<file path="src/design/bo3_pkg.sv">
package bo3_pkg;

	localparam int DEF_MAX_COLUMNS = 2048;
	localparam int DEF_SAMPLE_BITS = 16;

	// fixed field and register widths
	localparam int SAMPLE_W    = 16;
	localparam int LEVEL_W     = 16;
	localparam int THR_W       = 16;
	localparam int COLS_REG_W  = 12;
	localparam int ROW_W       = 13;
	localparam int CFG_IDX_W   = 2;
	localparam int CFG_DATA_W  = 16;
	localparam int IN_DATA_W   = 3 * SAMPLE_W;

	localparam int ROW_LIMIT   = 4096;

	localparam logic [COLS_REG_W-1:0] COLS_RESET = COLS_REG_W'(640);
	localparam logic [ROW_W-1:0]      ROWS_RESET = ROW_W'(480);
	localparam logic [THR_W-1:0]      THR_RESET  = THR_W'(32767);

	typedef enum logic [CFG_IDX_W-1:0] {
		REG_COLUMNS   = 2'd0,
		REG_ROWS      = 2'd1,
		REG_THRESHOLD = 2'd2
	} reg_idx_t;

	// per-word control decided when the word is taken
	typedef struct packed {
		logic act;   // word moves the windows one position
		logic emit;  // word gives a result
		logic last;  // result closes the frame
		logic intm;  // erosion center is inside the frame ring
		logic intk;  // dilation center is inside the frame ring
	} ctl_t;

	typedef struct packed {
		logic [LEVEL_W-1:0] level;
		logic               last;
	} res_t;

endpackage

</file>
<file path="src/design/bo3_ctrl.sv">
module bo3_ctrl import bo3_pkg::*; #(
	parameter int MAX_COLUMNS = DEF_MAX_COLUMNS,
	localparam int COL_W = $clog2(MAX_COLUMNS)
) (
	input  logic                  clk,
	input  logic                  arst_n,
	input  logic                  cfg_we,
	input  logic [CFG_IDX_W-1:0]  cfg_index,
	input  logic [CFG_DATA_W-1:0] cfg_data,
	input  logic                  item_cmd,
	input  logic                  item_accept,
	output ctl_t                  ctl,
	output logic [COL_W-1:0]      col,
	output logic [THR_W-1:0]      thr
);

	localparam int CW    = $clog2(MAX_COLUMNS + 1);
	localparam int CW1   = CW + 1;
	localparam int CMP_W = (CW > COLS_REG_W) ? CW : COLS_REG_W;
	localparam int RW1   = ROW_W + 1;

	logic [COLS_REG_W-1:0] cols_q;
	logic [ROW_W-1:0]      rows_q;
	logic [THR_W-1:0]      thr_q;
	logic [COL_W-1:0]      in_col_q;
	logic [ROW_W-1:0]      in_row_q;
	logic [COL_W-1:0]      k_col_q;
	logic [ROW_W-2:0]      k_row_q;

	logic [CMP_W-1:0] cols_ext;
	logic [CW-1:0]    c;
	logic [ROW_W-1:0] r;
	logic pix_ok, flush_ok, pix_emit, act, emit, last;
	logic in_col_last, k_col_last, k_row_last;
	logic kc2, kc3, kr2, kr3;
	logic geom_wr, restart;

	assign cols_ext = CMP_W'(cols_q);

	always_comb begin
		if (cols_ext < CMP_W'(3)) begin
			c = CW'(3);
		end else if (cols_ext > CMP_W'(MAX_COLUMNS)) begin
			c = CW'(MAX_COLUMNS);
		end else begin
			c = CW'(cols_ext);
		end
		if (rows_q < ROW_W'(3)) begin
			r = ROW_W'(3);
		end else if (rows_q > ROW_W'(ROW_LIMIT)) begin
			r = ROW_W'(ROW_LIMIT);
		end else begin
			r = rows_q;
		end
	end

	assign in_col_last = CW'(in_col_q) == c - CW'(1);
	assign k_col_last  = CW'(k_col_q) == c - CW'(1);
	assign k_row_last  = ROW_W'(k_row_q) == r - ROW_W'(1);

	assign kc2 = CW1'(k_col_q) + CW1'(2) <= CW1'(c);
	assign kc3 = CW1'(k_col_q) + CW1'(3) <= CW1'(c);
	assign kr2 = RW1'(k_row_q) + RW1'(2) <= RW1'(r);
	assign kr3 = RW1'(k_row_q) + RW1'(3) <= RW1'(r);

	// pixels past the frame end and flushes before it are dropped
	assign pix_ok   = !item_cmd && (in_row_q < r);
	assign flush_ok = item_cmd && !(in_row_q < r) && (ROW_W'(k_row_q) < r);
	// first result once two rows and three pixels are in
	assign pix_emit = pix_ok && ((in_row_q >= ROW_W'(3)) ||
		((in_row_q == ROW_W'(2)) && (in_col_q >= COL_W'(2))));

	assign act  = pix_ok || flush_ok;
	assign emit = pix_emit || flush_ok;
	assign last = emit && k_col_last && k_row_last;

	always_comb begin
		ctl.act  = act;
		ctl.emit = emit;
		ctl.last = last;
		ctl.intm = emit && kc3 && kr3;
		ctl.intk = emit && (k_row_q != '0) && kr2 && (k_col_q != '0) && kc2;
	end

	assign col = in_col_q;
	assign thr = thr_q;

	assign geom_wr = cfg_we && ((cfg_index == REG_COLUMNS) || (cfg_index == REG_ROWS));
	assign restart = geom_wr || (item_accept && last);

	always_ff @(posedge clk or negedge arst_n) begin
		if (!arst_n) begin
			cols_q <= COLS_RESET;
			rows_q <= ROWS_RESET;
			thr_q  <= THR_RESET;
		end else if (cfg_we) begin
			unique case (cfg_index)
				REG_COLUMNS:   cols_q <= cfg_data[COLS_REG_W-1:0];
				REG_ROWS:      rows_q <= cfg_data[ROW_W-1:0];
				REG_THRESHOLD: thr_q  <= cfg_data[THR_W-1:0];
				default: ;
			endcase
		end
	end

	always_ff @(posedge clk or negedge arst_n) begin
		if (!arst_n) begin
			in_col_q <= '0;
			in_row_q <= '0;
			k_col_q  <= '0;
			k_row_q  <= '0;
		end else if (restart) begin
			in_col_q <= '0;
			in_row_q <= '0;
			k_col_q  <= '0;
			k_row_q  <= '0;
		end else if (item_accept && act) begin
			if (in_col_last) begin
				in_col_q <= '0;
				in_row_q <= in_row_q + ROW_W'(1);
			end else begin
				in_col_q <= in_col_q + COL_W'(1);
			end
			if (emit) begin
				if (k_col_last) begin
					k_col_q <= '0;
					k_row_q <= k_row_q + (ROW_W-1)'(1);
				end else begin
					k_col_q <= k_col_q + COL_W'(1);
				end
			end
		end
	end

endmodule

</file>
<file path="config.mk">
export PLATFORM = sky130hd
export DESIGN_NAME = bo3_ctrl
export DESIGN_NICKNAME = d
export VERILOG_FILES = /design/src/design/bo3_pkg.sv /design/src/design/bo3_ctrl.sv
export SDC_FILE = /design/constraint.sdc
export NUM_CORES = 1
export LEC_CHECK = 0
export BUFFER_PORTS_ARGS = -buffer_cell sky130_fd_sc_hd__buf_4
export CAP_MARGIN = 10
export CORE_MARGIN = 5
export CORE_UTILIZATION = 65
export DETAILED_ROUTE_END_ITERATION = 16
export HOLD_SLACK_MARGIN = 0.05
export PLACE_DENSITY = 0.95
export SYNTH_ARGS = -nofsm -noshare
export SYNTH_HDL_FRONTEND = slang
export SYNTH_SLANG_ARGS = --single-unit
</file>
<file path="constraint.sdc">
create_clock -name clk -period 10.25 [get_ports clk]
set_input_delay 2.5625 -clock clk [delete_from_list [all_inputs] [get_ports clk]]
set_output_delay 2.5625 -clock clk [all_outputs]
set_load 0.01 [all_outputs]
</file>
==> results by group <==
Status
  – Status: completed

Routing
  – Number of vias per cell: 6.952
  – DRC viols: 0
  – Wire per inst: 21.36 µm
  – Pre-Repair DR Iteration Count: 5
  – Via count: 8217
  – DRT antenna net count: 0
  – Final wirelength: 25250 µm
  – Number of DRC markers in iteration 0: 1212

STA
  – Slew @ Worst Pin: 1.123 ns
  – Sum of negative setup slack: 0 ns
  – Tmin final: 7.719 ns
  – FMAX: 129.6 MHz
  – Final setup viols: 0
  – Max-slew violations: 0
  – Rel. slew slack: 24.84%
  – Clock skew: 0.01113 ns
  – Worst hold slack: 0.5573 ns
  – Period utilization: 75.30%
  – RSZ-0062 raised after global routing: false
  – Final Hold Violating Endpoints: 0
  – Worst setup margin: 2.531 ns

Place
  – Dpl ws: 3.031 ns
  – GP Congestion: 1.018
  – Final HPWL DP: 19090 µm
  – # port buffers: 54
  – Post-place instance area: 9006 µm²

Clock tree
  – Clk Latency, worst-skew pair: 0.35 ns
  – Cts bufs inserted: 9
  – Clk pin slew, worst setup/hold paths: 0.07 ns
  – CTS Root Cell: clkbuf_16
  – CTS Hold Buffers Added: 0
  – CTS tree: built
  – H-tree depth: 3
  – Post-CTS Setup Bufs: 0
  – CTS Sinks: 88
  – CTS resizes: 0
  – Longest Clk Path Bufs: 2

Critical path
  – Crit end category: output port
  – Crit-path most repeated cell: nor2_1
  – CP cell instances: or4_1 -> or2_1 -> nor2_1 -> nor2_1 -> nor2_1 -> inv_1 -> ha_1 -> inv_1 -> xnor3_1 -> nor4_1 -> and4_1 -> nand3_1 -> or2_0 -> nor3b_1 -> buf_4
  – Crit path kind: reg -> out
  – Req. time, crit path: 7.69 ns
  – Critical path startpoint category: flop
  – Crit Path Max Fanout: 20
  – Crit-path slowest cell: or4_1
  – Crit path DAT: 5.16 ns
  – CP max stage delay: 0.73 ns

Pwr
  – Clk pwr share: 26.3%
  – Sw Pwr: 0.0004640 W
  – Internal power: 0.0007454 W
  – Pwr/cell area: 130.2 nW/µm²
  – Part of the power in combinational logic: 36.5%
  – Seq pwr share: 37.2%
  – VDD IR max: 124.4 µV
  – Switching Share: 38.37%
  – Lkg Pwr: 3.986 nW

Synth
  – Synth top area cells: dfrtp_1 (19%), ha_1 (13%), dfstp_2 (6.4%)
  – Async set-or-reset flop fraction in the synthesized netlist: 100.0%
  – Synth Flop Type: dfrtp_1
  – Area leader, netlist: dfrtp_1
  – Number of flops mapped to enable cells by yosys: 0
  – Post-synthesis sequential area ratio: 25.75%
  – #FFs+latches synth: 88
  – Post-synth top area share: 19.37%
  – Mapped cell area: 8655 µm²
  – Most frequent cell after synthesis: ha_1
  – Syn_area_per_cell: 8.611 µm²
  – Synth top cells by count: ha_1 (88), nor2_1 (69), dfrtp_1 (67)
  – Synth unique cells: 84
  – Syn nets: 1116
  – YS warnings: 0
  – Cells after synthesis: 1005

Final layout
  – Filler Cell Count: 1010
  – Synth-to-layout area growth: 7.330%
  – Final Cell Area: 9289 µm²
  – Number of diodes: 0
  – Layout cell share with drive strength beyond 1: 16.20%
  – Final nets: 1112

Global routing
  – Aggregate global routing overflow: 0
  – Vias in the first global route: 7809
  – First-pass GRT wire length: 41300 µm
  – Total Routing Usage GR: 32.01%
  – Largest net degree at the start of global routing: 58
  – Antenna violations before repair: 0

Floorplan
  – Die height: 125.4 µm
  – Rows: 42
  – I/O Pins: 55
  – Area of the die: 15720 µm²
  – Die X-Extent: 125.4 µm
  – Starting Density: 65.88%
  – Core area: 13140 µm²

Min path
  – Worst Hold Class: reg -> reg

Run
  – Max-Cap Viols: 0
[state kept, by name (all words and copies together), names as in the netlist]
signal / cells
rows_q: 13
cols_ext: 12
in_row_q: 13
col: 11
k_col_q: 11
k_row_q: 12
thr: 16
[final cells by class]
class	count	area, µm²	share of cell area (%)
inverter	42	157.7	1.697
tap	176	220.2	2.371
clock inverter	6	53.80	0.5792
clock buffer	10	229.0	2.465
multi-input combinational	801	5957	64.13
timing repair buffer	59	442.9	4.768
sequential	88	2228	23.99
[through the flow]
| stage | cells | power [W] | utilization, % |
|---|---|---|---|
| after detailed placement | 1166 | 0.0008818 | 68.55 |
| after floorplan | 1005 | 0.0007491 | - |
| final | 1182 | 0.001209 | 70.70 |
| after CTS | 1182 | 0.001200 | 70.70 |
| after global routing | 1182 | 0.001281 | 70.70 |
| after global placement | 1166 | 0.0008698 | 68.55 |
[power by group through the flow]
stage | Combinational, W | Clock [W] | Sequential, W
after floorplan | 0.000320 | 0 | 0.000429
final | 0.000441 | 0.000318 | 0.000450
after CTS | 0.000432 | 0.000321 | 0.000447
after detailed placement | 0.000428 | 0 | 0.000453
after global placement | 0.000420 | 0 | 0.000449
after global routing | 0.000484 | 0.000342 | 0.000456
[worst paths after layout]
path                                          from                       to  cells past startpoint  slack, ns
setup reg to reg           cols_ext[6]$_DFFE_PN0P_  in_row_q[8]$_DFFE_PN0P_                     15       4.85
hold reg to reg             rows_q[11]$_DFFE_PN0P_   rows_q[11]$_DFFE_PN0P_                      1       0.56
max in group asynchronous                   arst_n   k_col_q[3]$_DFFE_PN0P_                      2       7.01
setup / recovery           cols_ext[6]$_DFFE_PN0P_                   ctl[2]                     15       2.53
min in group asynchronous                   arst_n   rows_q[11]$_DFFE_PN0P_                      1       2.15
hold / removal              rows_q[11]$_DFFE_PN0P_   rows_q[11]$_DFFE_PN0P_                      1       0.56
[placed cells by master (no fill, tap or decap), types with 17 or more instances in the layout]
| cell | Yosys | routed |
|---|---|---|
| ha_1 | 88 | 88 |
| nor2_1 | 69 | 69 |
| dfrtp_1 | 67 | 67 |
| buf_4 | 3 | 59 |
| a21oi_1 | 55 | 55 |
| nand2_1 | 51 | 51 |
| nand4_1 | 43 | 43 |
| xnor2_1 | 41 | 41 |
| inv_1 | 40 | 40 |
| mux2_2 | 40 | 40 |
| nand3_1 | 33 | 33 |
| o21ai_0 | 33 | 33 |
| nor3_1 | 30 | 30 |
| xor2_1 | 27 | 27 |
| dfstp_2 | 21 | 21 |
| a21o_1 | 19 | 19 |
| and3_1 | 17 | 17 |
| nand2b_1 | 17 | 17 |
[routing by layer]
metal / global-route usage (%) / share of wire (%) / vias to the layer above
li1: - / - / 3732
met1: 44.33 / 41 / 3878
met2: 48.24 / 44 / 528
met3: 7.676 / 11 / 79
met4: 13.20 / 4.0 / 0
met5: 0 / 0 / -
[critical path: cells and delay by family, from the launching register on]
| kind | cells | cell delay, ns |
|---|---|---|
| AND/OR/NAND/NOR | 10 | 2.82 |
| XOR/XNOR | 1 | 0.44 |
| adder cells (fa/ha/maj) | 1 | 0.46 |
| flip-flops | 1 | 0.56 |
| buffers and inverters | 3 | 0.54 |
[kinds of logic (layout without fill, tap and decap cells)]
logic type / after synthesis / after routing / synth area share (%)
AND/OR/NAND/NOR: 368 / 368 / 23.75
AO/OA/AOI/OAI: 228 / 228 / 18.87
buffers and inverters: 116 / 117 / 5.494
adder cells (fa/ha/maj): 88 / 88 / 12.72
flip-flops: 88 / 88 / 25.75
XOR/XNOR: 70 / 70 / 7.402
multiplexers: 47 / 47 / 6.014
Note: power is estimated with default switching activity, not from simulation.
