File: config.mk
export PLATFORM = sky130hd
export DESIGN_NAME = bo3_outbuf
export DESIGN_NICKNAME = d
export VERILOG_FILES = /design/src/design/bo3_pkg.sv /design/src/design/bo3_outbuf.sv
export SDC_FILE = /design/constraint.sdc
export NUM_CORES = 1
export LEC_CHECK = 0
export BUFFER_PORTS_ARGS = -buffer_cell sky130_fd_sc_hd__buf_2
export CORE_UTILIZATION = 53
export DETAILED_ROUTE_END_ITERATION = 6
export PLACE_DENSITY = 0.92
export REMOVE_ABC_BUFFERS = 1
export SLEW_MARGIN = 10
export SYNTH_ARGS = -nofsm -noshare
export SYNTH_HDL_FRONTEND = slang
export SYNTH_SLANG_ARGS = --single-unit
File: constraint.sdc
create_clock -name clk -period 5.6 [get_ports clk]
set_input_delay 0.56 -clock clk [delete_from_list [all_inputs] [get_ports clk]]
set_output_delay 0.56 -clock clk [all_outputs]
set_load 0.01 [all_outputs]
File: src/design/bo3_pkg.sv
package bo3_pkg;

	localparam int DEF_MAX_COLUMNS = 2048;
	localparam int DEF_SAMPLE_BITS = 16;

	// fixed field and register widths
	localparam int SAMPLE_W    = 16;
	localparam int LEVEL_W     = 16;
	localparam int THR_W       = 16;
	localparam int COLS_REG_W  = 12;
	localparam int ROW_W       = 13;
	localparam int CFG_IDX_W   = 2;
	localparam int CFG_DATA_W  = 16;
	localparam int IN_DATA_W   = 3 * SAMPLE_W;

	localparam int ROW_LIMIT   = 4096;

	localparam logic [COLS_REG_W-1:0] COLS_RESET = COLS_REG_W'(640);
	localparam logic [ROW_W-1:0]      ROWS_RESET = ROW_W'(480);
	localparam logic [THR_W-1:0]      THR_RESET  = THR_W'(32767);

	typedef enum logic [CFG_IDX_W-1:0] {
		REG_COLUMNS   = 2'd0,
		REG_ROWS      = 2'd1,
		REG_THRESHOLD = 2'd2
	} reg_idx_t;

	// per-word control decided when the word is taken
	typedef struct packed {
		logic act;   // word moves the windows one position
		logic emit;  // word gives a result
		logic last;  // result closes the frame
		logic intm;  // erosion center is inside the frame ring
		logic intk;  // dilation center is inside the frame ring
	} ctl_t;

	typedef struct packed {
		logic [LEVEL_W-1:0] level;
		logic               last;
	} res_t;

endpackage

File: src/design/bo3_outbuf.sv
module bo3_outbuf import bo3_pkg::*; (
	input  logic               clk,
	input  logic               arst_n,
	input  logic               push,
	input  res_t               res,
	input  logic               m_tready,
	output logic               m_tvalid,
	output logic [LEVEL_W-1:0] m_tdata,
	output logic               m_tlast,
	output logic               room
);

	logic out_v_q, skid_v_q;
	res_t out_q, skid_q;
	logic take;

	assign take = m_tready || !out_v_q;

	always_ff @(posedge clk or negedge arst_n) begin
		if (!arst_n) begin
			out_v_q  <= 1'b0;
			skid_v_q <= 1'b0;
		end else if (take) begin
			out_v_q  <= skid_v_q || push;
			skid_v_q <= 1'b0;
		end else if (push) begin
			skid_v_q <= 1'b1;
		end
	end

	always_ff @(posedge clk) begin
		if (take) begin
			out_q <= skid_v_q ? skid_q : res;
		end else if (push) begin
			skid_q <= res;
		end
	end

	assign m_tvalid = out_v_q;
	assign m_tdata  = out_q.level;
	assign m_tlast  = out_q.last;
	assign room     = !skid_v_q;

endmodule

==> impl_metrics.csv, run 1 <==
group,metric,value,unit
worst_hold_path,min_path_cells,1,
yosys,synth_edf_count,34,
setup_path,critPathMaxFanout,20,
timing,setup_viol,0,
clock_tree,root_buffer,"clkbuf_4",
finish,drive_above_1_share,58.7,%
clock_tree,numCtsBuffers,5,
timing,fin_crit_sh,39.7,%
clock_tree,tritoncts,"yes",
clock_tree,cts-resized-gates,0,
yosys,yosysSeqAreaShare,79.2,%
floorplan,start_util,58.9,%
timing,tightest_slew,0.965,ns
timing,fmax,450,MHz
pwr,fin_total_pwr,506,µW
finish,area_growth,19.8,%
yosys,synth_common_cells,"edfxtp_1, mux2_2, mux2_4, nor2_1",
placed_design,place_congestion,0.634,
yosys,synth-compound-area-share,0,%
run_status,status,"completed",
setup_path,reg2reg_to,"skid_q[11]",
grt,antenna_found_initial,0,
grt,grt_overflow,0,
grt,grt_pass1_vias,667,
setup_path,path_delay_family,"simple AND/OR/NAND/NOR gates",
finish,final.fill_count,158,
worst_hold_path,holdPathEnd,"skid_q[4]",
setup_path,crit_chain,"buf_2 -> nand2b_1 -> nor2_1 -> buf_4",
timing,layout_min_cycle_time,2.22,ns
setup_path,crit_type,"input port to flop",
grt,grt_pass1_wl,3.31,mm
floorplan,die_w,52.5,µm
clock_tree,clock_path_buffers,2,
yosys,syn_area,1350,µm²
pwr,leakage,0.000656,µW
timing,whs,0.420,ns
clock_tree,clk_pin_slew,0.10,ns
finish,multiInputGateArea,243,µm²
floorplan,dieArea,2760,µm²
finish,diodes,0,
routing,drc,0,
yosys,synth_top_family_by_area,"multiplexers",
yosys,synth_cell_types,10,
pwr,powerDensity,312,nW/µm²
floorplan,pin_count,40,
yosys,yosysTopAreaCell,"edfxtp_1",
routing,antenna_left,0,
run,drv_cap,0,
setup_path,regToRegSetupSlack,3.42,ns
placed_design,post-place-cells,128,
setup_path,startpoint_type,"input port",
yosys,yosys.area_share.simple,1.57,%
pwr,peakVddDrop,0.232,mV
placed_design,post_dp_cell_area,1560,µm²
yosys,ys_warn_count,0,
routing,vias,699,
floorplan,row_count,17,
routing,routed_wirelength,2.22,mm
yosys,synth_mux_area_share,16.4,%
setup_path,crit_path_max_incr_delay,0.71,ns
setup_path,critical_path_buf_inv_count,2,
timing,finalHoldViolations,0,
placed_design,hpwl,1.62,mm
yosys,synthCells,62,
yosys,yosys.area.top_type_share,75.5,%
finish,final-seq-area,1070,µm²
clock_tree,clock_latency,0.33,ns
setup_path,cp-end-kind,"flop",
setup_path,crit_slowest_cell,"nor2_1",
worst_hold_path,holdCritStartpoint,"res[4]",
clock_tree,htreeDepth,2,
routing,drt-initial-drc-count,11,
routing,vias_per_cell,5.10,
setup_path,reg2reg_from,"m_tvalid",
finish,fin_area,1620,µm²
timing,slew_headroom,35.7,%
finish,nets,129,
setup_path,crit_required,5.64,ns
floorplan,core_area,2300,µm²
yosys,synth-xor-area-share,0,%
grt,grtUsageTotal,19.2,%
clock_tree,cts_num_sinks,36,
routing,dr.pass1.iters,4,
setup_path,r2r_cells,3,
yosys,synth_ff_type,"edfxtp_1",
clock_tree,hold_buffers,1,
routing,routedWlPerCell,16.2,µm
timing,maxSlewViolCount,0,
yosys,yosysMostFrequentCell,"edfxtp_1",
yosys,async_reset_ff_share,5.56,%
floorplan,die_y,52.5,µm
yosys,syn_avg_cell_area,21.8,µm²
timing,fin_worst_skew,0.00923,ns
timing,grt_setup_unrepaired,"false",
yosys,synthAdderAreaFrac,0,%
worst_hold_path,min_path_type,"input port to flop",
setup_path,worstPathArrival,2.26,ns
finish,stdcell_count,137,
yosys,ys_ff_latch,36,
grt,grt_max_degree,21,
clock_tree,cts_setup_buffers,0,
yosys,yosys-top-cells-area,"edfxtp_1, mux2_4, mux2_2",
timing,setup_tns,0,ns
placed_design,port_buffers,39,
==> metal layers <==
layer | up-vias | GRT usage, % | part of all wire (%)
li1 | 328 | - | -
met1 | 339 | 22.0 | 40
met2 | 30 | 30.4 | 54
met3 | 2 | 6.96 | 4.8
met4 | 0 | 11.8 | 1.2
met5 | - | 0 | 0
==> metrics by stage <==
step	setup WS (ns)	utilization [%]
floorplan	3.32	-
global placement	3.15	67.9
detailed placement	3.06	67.9
CTS	3.41	70.5
global route	3.25	70.5
finish	3.38	70.5
==> worst reg2reg max path: cells and delay by family, from the launching register on <==
kind	cells	cell delay [ns]
simple gates	2	1.23
flops	1	0.36
buf+inv	1	0.30
==> final cells by class <==
cell class | instances | share of cell area, %
Clock buffer | 5 | 2.32
Clock inverter | 3 | 0.849
Inverter | 2 | 0.463
Multi-Input combinational cell | 22 | 15.0
Sequential cell | 36 | 66.1
Tap cell | 28 | 2.16
Timing Repair Buffer | 41 | 13.1
==> where the power goes <==
part           switching (µW)  leakage, µW  internal (µW)  total (µW)
logic                    25.3     0.000273           28.7        54.0
clock network            79.2    0.0000324           46.0         125
registers                9.40     0.000351            317         327
total                     114     0.000656            392         506
==> layout by cell type, fill, tap and decap left out <==
master,n
clkbuf_4,5
mux2_4,8
mux2_2,9
nand2_1,1
nand2b_1,1
buf_4,1
inv_1,2
dlygate4sd3_1,1
clkinv_2,2
buf_2,39
edfxtp_1,34
dfrtp_1,2
clkinv_1,1
nor2_1,3
==> flip-flops by register name (all words and copies together) (netlist names) <==
name / cells
m_tdata: 16
skid_v_q: 1
m_tlast: 1
m_tvalid: 1
skid_q: 17
==> cells by family after synthesis <==
logic type,Yosys count
buf+inv,4
flops,36
mux,17
simple gates,5
==> how the worst max path moves through the flow <==
stage | slack, ns | startpoint | end | cells after the start
floorplan | 3.32 | m_tready | skid_q[0] | 2
global placement | 3.15 | m_tready | skid_q[12] | 4
detailed placement | 3.06 | m_tready | skid_q[12] | 4
CTS | 3.41 | m_tready | skid_q[11] | 4
global route | 3.25 | m_tready | skid_q[5] | 4
finish | 3.38 | m_tready | skid_q[11] | 4
No activity file was read; power rests on OpenSTA's default activity.
==> run 2, diff against run 1 <==
CORE_UTILIZATION = 45   (was 53)
PLACE_DENSITY = 0.84   (was 0.92)
clock period = 2.02 ns   (was 5.6 ns; I/O delays follow)
==> run 2 against run 1 <==
The run now ends with design-rule violations left. First-iteration DRC count grew to 2.9 times the previous value. Final area increased by 3.2%. Final cell count grew 4.4%. Critical path depth shrank 1. Largest cell class unchanged. Non-clock buffer count is 3 higher. Worst setup slack got worse by 3.0 ns.
==> impl_metrics.csv, run 2 (synthesized netlist as in run 1, its figures left out) <==
group,metric,value,unit
run_status,status,"finished with violations",
run_status,violations,"design-rule violations",
grt,grtUsageTotal,16.3,%
worst_hold_path,min_path_type,"input port to flop",
timing,fmax,628,MHz
finish,final_common_cell,"buf_2",
finish,largest_reg_flops,17,
routing,vias_per_cell,5.02,
setup_path,r2r_cells,2,
timing,tightest_slew,0.333,ns
routing,routedWlPerCell,15.5,µm
routing,drc,6,
pwr,internal_power,1220,µW
setup_path,crit_type,"flop to output port",
grt,grt_overflow,0,
routing,routed_wirelength,2.22,mm
setup_path,reg2reg_from,"skid_v_q",
pwr,p_comb_share,10.6,%
pwr,switching_share,20.9,%
worst_hold_path,holdPathEnd,"skid_q[4]",
clock_tree,clk_pin_slew,0.11,ns
setup_path,crit_chain,"buf_4 -> inv_1 -> buf_2",
finish,final.fill_count,237,
timing,maxSlewViolCount,0,
clock_tree,clock_path_buffers,2,
finish,final_cell_mix,"buf_2, edfxtp_1, mux2_2",
pwr,p_seq_share,57.9,%
setup_path,cp-end-kind,"output port",
finish,area_growth,23.6,%
timing,setup_tns,0,ns
finish,diodes,0,
grt,grt_pass1_vias,757,
setup_path,worstSetupStartpoint,"skid_v_q",
floorplan,die_y,56.8,µm
pwr,leakage,0.000681,µW
setup_path,crit_path_max_incr_delay,0.56,ns
timing,setup_viol,0,
worst_hold_path,holdCritStartpoint,"res[4]",
placed_design,port_buffers,39,
clock_tree,cts_num_sinks,36,
timing,finalHoldViolations,0,
floorplan,start_util,48.2,%
timing,fin_worst_skew,0.0175,ns
floorplan,row_count,19,
worst_hold_path,min_path_cells,1,
floorplan,die_w,56.8,µm
setup_path,reg2reg_to,"m_tdata[1]",
pwr,powerDensity,924,nW/µm²
clock_tree,numCtsBuffers,5,
timing,grt_setup_unrepaired,"false",
grt,grt_pass1_wl,3.60,mm
clock_tree,clock_latency,0.34,ns
clock_tree,root_buffer,"clkbuf_4",
routing,vias,718,
routing,drt-initial-drc-count,32,
timing,layout_min_cycle_time,1.59,ns
pwr,clkPwrFrac,31.5,%
run,drv_cap,0,
setup_path,worstPathArrival,1.39,ns
routing,dr.pass1.iters,6,
routing,antenna_left,0,
setup_path,regToRegSetupSlack,0.56,ns
clock_tree,htreeDepth,2,
floorplan,dieArea,3230,µm²
timing,slew_headroom,77.8,%
clock_tree,cts_setup_buffers,0,
finish,nets,132,
clock_tree,tritoncts,"yes",
setup_path,startpoint_type,"flop",
pwr,power.switching,323,µW
setup_path,crit_required,1.82,ns
floorplan,core_area,2810,µm²
floorplan,pin_count,40,
finish,postLayoutCoreUtil,59.6,%
grt,grt_max_degree,20,
finish,regMostFlops,"skid_q",
setup_path,crit_slowest_cell,"dfrtp_1",
setup_path,critPathMaxFanout,11,
placed_design,place_congestion,0.701,
grt,antenna_found_initial,0,
pwr,peakVddDrop,0.515,mV
timing,fin_crit_sh,78.8,%
finish,drive_above_1_share,59.8,%
-- run 2: cell count changes in the layout (fill, tap and decap cells not counted) --
cell       before  now
buf_4           1    4
clkinv_1        1    0
bufinv_16       0    1
clkbuf_1        0    1
clkinv_2        2    1
-- run 2: worst max path at each step --
| stage | cells past startpoint | end | slack, ns |
|---|---|---|---|
| floorplan | 2 | skid_q[0] | -0.01 |
| global placement | 2 | m_tdata[1] | 0.61 |
| detailed placement | 2 | m_tdata[1] | 0.57 |
| CTS | 3 | room | 0.41 |
| global route | 3 | room | 0.31 |
| finish | 3 | room | 0.43 |
-- run 2: power by group through the flow --
stage	sequential [µW]	combinational, µW	clock (µW)
after floorplan	937	59.9	0
after global placement	911	157	0
after detailed placement	912	164	0
after CTS	896	167	498
after global routing	900	177	533
final	895	164	487
-- run 2: metrics by stage --
stage | power [µW] | cells | worst slack (ns) | instance area [µm²] | hold WS (ns)
finish | 1550 | 143 | 0.428 | 1670 | 0.0442
global route | 1610 | 143 | 0.313 | 1670 | 0.0117
CTS | 1560 | 143 | 0.406 | 1670 | 0.0317
detailed placement | 1080 | 134 | 0.575 | 1590 | -0.00497
global placement | 1070 | 134 | 0.612 | 1590 | -0.00858
floorplan | 997 | 60 | -0.0122 | 1320 | -0.0936
-- run 2: metal layers --
layer	up-vias	wire length (µm)	global-route usage (%)	part of all wire, %
met1	347	808	16.6	36
li1	336	-	-	-
met3	2	170	8.76	7.7
met5	-	0	0	0
met2	33	1230	27.0	55
met4	0	14	8.36	0.63
-- run 2: timing repair --
action,in CTS,in global routing
gates resized for setup,0,0
hold buffers,1,0
hold endpoints to repair,2,0
-- run 2: cell type report --
type,instances,area [µm²],area share [%]
Clock buffer,6,41.3,2.47
Clock inverter,2,35.0,2.10
Inverter,2,7.51,0.449
Multi-Input combinational cell,22,243,14.5
Sequential cell,36,1070,64.1
Tap cell,31,38.8,2.32
Timing Repair Buffer,44,235,14.1
-- run 2: critical path, delay by kind of cell (launching register included) --
kind | cells | cell delay, ns
flip-flops | 1 | 0.56
buffers and inverters | 3 | 0.49
==> run 3, diff against run 2 <==
clock period = 1.32 ns   (was 2.02 ns; I/O delays follow)
==> run 3 against run 2 <==
The flow still finishes with violations (design-rule violations). Clock power rose by 7.2%. Hold slack got worse by 0.0085 ns. Die area stayed put. Largest cell class unchanged. Total power up 41%. Utilization grew 5.6 points.
==> impl_metrics.csv, run 3 (synthesized netlist as in run 1, its figures left out) <==
group,metric,value,unit
setup_path,crit_type,"flop to output port",
pwr,peakVddDrop,0.854,mV
pwr,clkPwrFrac,23.9,%
grt,grt_pass1_vias,836,
setup_path,crit_required,1.19,ns
finish,drive_above_1_share,51.1,%
pwr,powerDensity,1200,nW/µm²
finish,area_growth,35.2,%
floorplan,start_util,48.2,%
placed_design,hpwl,1.47,mm
placed_design,place_congestion,0.701,
setup_path,crit_path_max_incr_delay,0.36,ns
pwr,leakage,0.000747,µW
placed_design,port_buffers,39,
setup_path,crit_slowest_cell,"dfrtp_1",
grt,grt_pass1_wl,3.85,mm
pwr,p_comb_share,13.7,%
timing,slew_headroom,87.9,%
finish,stdcell_count,162,
routing,drt-initial-drc-count,21,
run_status,status,"finished with violations",
setup_path,critPathMaxFanout,11,
finish,largest_reg_flops,17,
grt,grt_overflow,0,
grt,grt_max_degree,12,
pwr,power.switching,470,µW
worst_hold_path,min_path_type,"input port to flop",
finish,final_common_cell,"buf_2",
timing,setup_viol,0,
grt,grtUsageTotal,17.2,%
setup_path,startpoint_type,"flop",
timing,fmax,820,MHz
finish,nets,151,
clock_tree,clock_latency,0.33,ns
timing,grt_setup_unrepaired,"false",
finish,diodes,0,
clock_tree,tritoncts,"yes",
finish,postLayoutCoreUtil,65.2,%
routing,dr.pass1.iters,7,
setup_path,cp-end-kind,"output port",
clock_tree,cts_setup_buffers,0,
timing,finalHoldViolations,0,
finish,final_cell_mix,"buf_2, edfxtp_1, dlygate4sd3_1",
timing,maxSlewViolCount,0,
setup_path,reg2reg_from,"skid_v_q",
clock_tree,cts_num_sinks,36,
worst_hold_path,holdCritStartpoint,"push",
floorplan,row_count,19,
floorplan,die_y,56.8,µm
finish,regMostFlops,"skid_q",
clock_tree,numCtsBuffers,5,
routing,vias,780,
routing,routed_wirelength,2.31,mm
setup_path,reg2reg_to,"m_tdata[1]",
clock_tree,clock_path_buffers,2,
floorplan,dieArea,3230,µm²
timing,tightest_slew,0.182,ns
setup_path,regToRegSetupSlack,0.15,ns
clock_tree,htreeDepth,2,
routing,routedWlPerCell,14.2,µm
worst_hold_path,min_path_cells,3,
pwr,internal_power,1720,µW
timing,layout_min_cycle_time,1.22,ns
run,drv_cap,0,
floorplan,die_w,56.8,µm
setup_path,path_delay_family,"buffers and inverters",
run_status,violations,"design-rule violations",
worst_hold_path,holdPathEnd,"m_tvalid",
routing,vias_per_cell,4.81,
floorplan,core_area,2810,µm²
pwr,switching_share,21.5,%
clock_tree,clk_pin_slew,0.09,ns
grt,antenna_found_initial,0,
timing,fin_crit_sh,92.3,%
timing,fin_worst_skew,0.0131,ns
routing,drc,6,
routing,antenna_left,0,
clock_tree,root_buffer,"clkbuf_4",
setup_path,crit_chain,"buf_4 -> inv_1 -> buf_2",
pwr,p_seq_share,62.4,%
placed_design,post-place-cells,136,
setup_path,worstPathArrival,1.09,ns
floorplan,pin_count,40,
setup_path,critical_path_buf_inv_count,3,
setup_path,r2r_cells,2,
==> run 3: final cells by class <==
type	count	area (µm²)
clock buffers	7	45.0
repair buffers	63	420
fillers	204	976
inverters	2	7.51
well taps	31	38.8
clock inverters	1	3.75
flip-flops and latches	36	1070
multi-input cells	22	243
==> run 3: worst max-delay path by stage <==
stage | startpoint | endpoint | slack [ns] | depth (start not counted)
after floorplan | m_tvalid | skid_q[0] | -0.71 | 2
after detailed placement | skid_v_q | m_tdata[1] | 0.15 | 2
after CTS | skid_v_q | room | 0.07 | 3
after global routing | skid_v_q | room | 0.02 | 3
final | skid_v_q | room | 0.10 | 3
after global placement | skid_v_q | m_tdata[1] | 0.19 | 2
==> run 3: worst reg2reg max path, cell delays in order (launching register included) <==
cell and delay [ns]:
dfrtp_1 0.36, buf_4 0.22, mux2_2 0.36
==> run 3: metal layers <==
metal	global-route usage (%)	vias to the layer above	routed length, µm
met2	27.9	34	1230
met5	0	-	0
li1	-	373	-
met1	17.4	367	868
met3	8.06	6	140
met4	11.8	0	72
==> run 3: per-stage QoR <==
stage	cell area, µm²	setup slack (ns)	hold WS [ns]	power (µW)	setup TNS [ns]
after floorplan	1320	-0.712	-0.164	1530	-13.21
after global placement	1600	0.190	-0.0787	1640	0
after detailed placement	1600	0.152	-0.0739	1650	0
after CTS	1830	0.0683	0.00390	2220	0
after global routing	1830	0.0186	0.0299	2290	0
final	1830	0.101	0.0357	2190	0
==> run 3: what timing repair did <==
item                      in CTS  in global routing
hold buffers                  18                  0
resized for setup              0                  0
hold endpoints to repair      19                  0
==> run 3: power by group through the flow <==
stage	Combinational (µW)	Clock (µW)	Sequential, µW
final	300	522	1360
after global routing	324	596	1370
after CTS	303	555	1370
after detailed placement	261	0	1390
after global placement	253	0	1390
after floorplan	91.7	0	1430
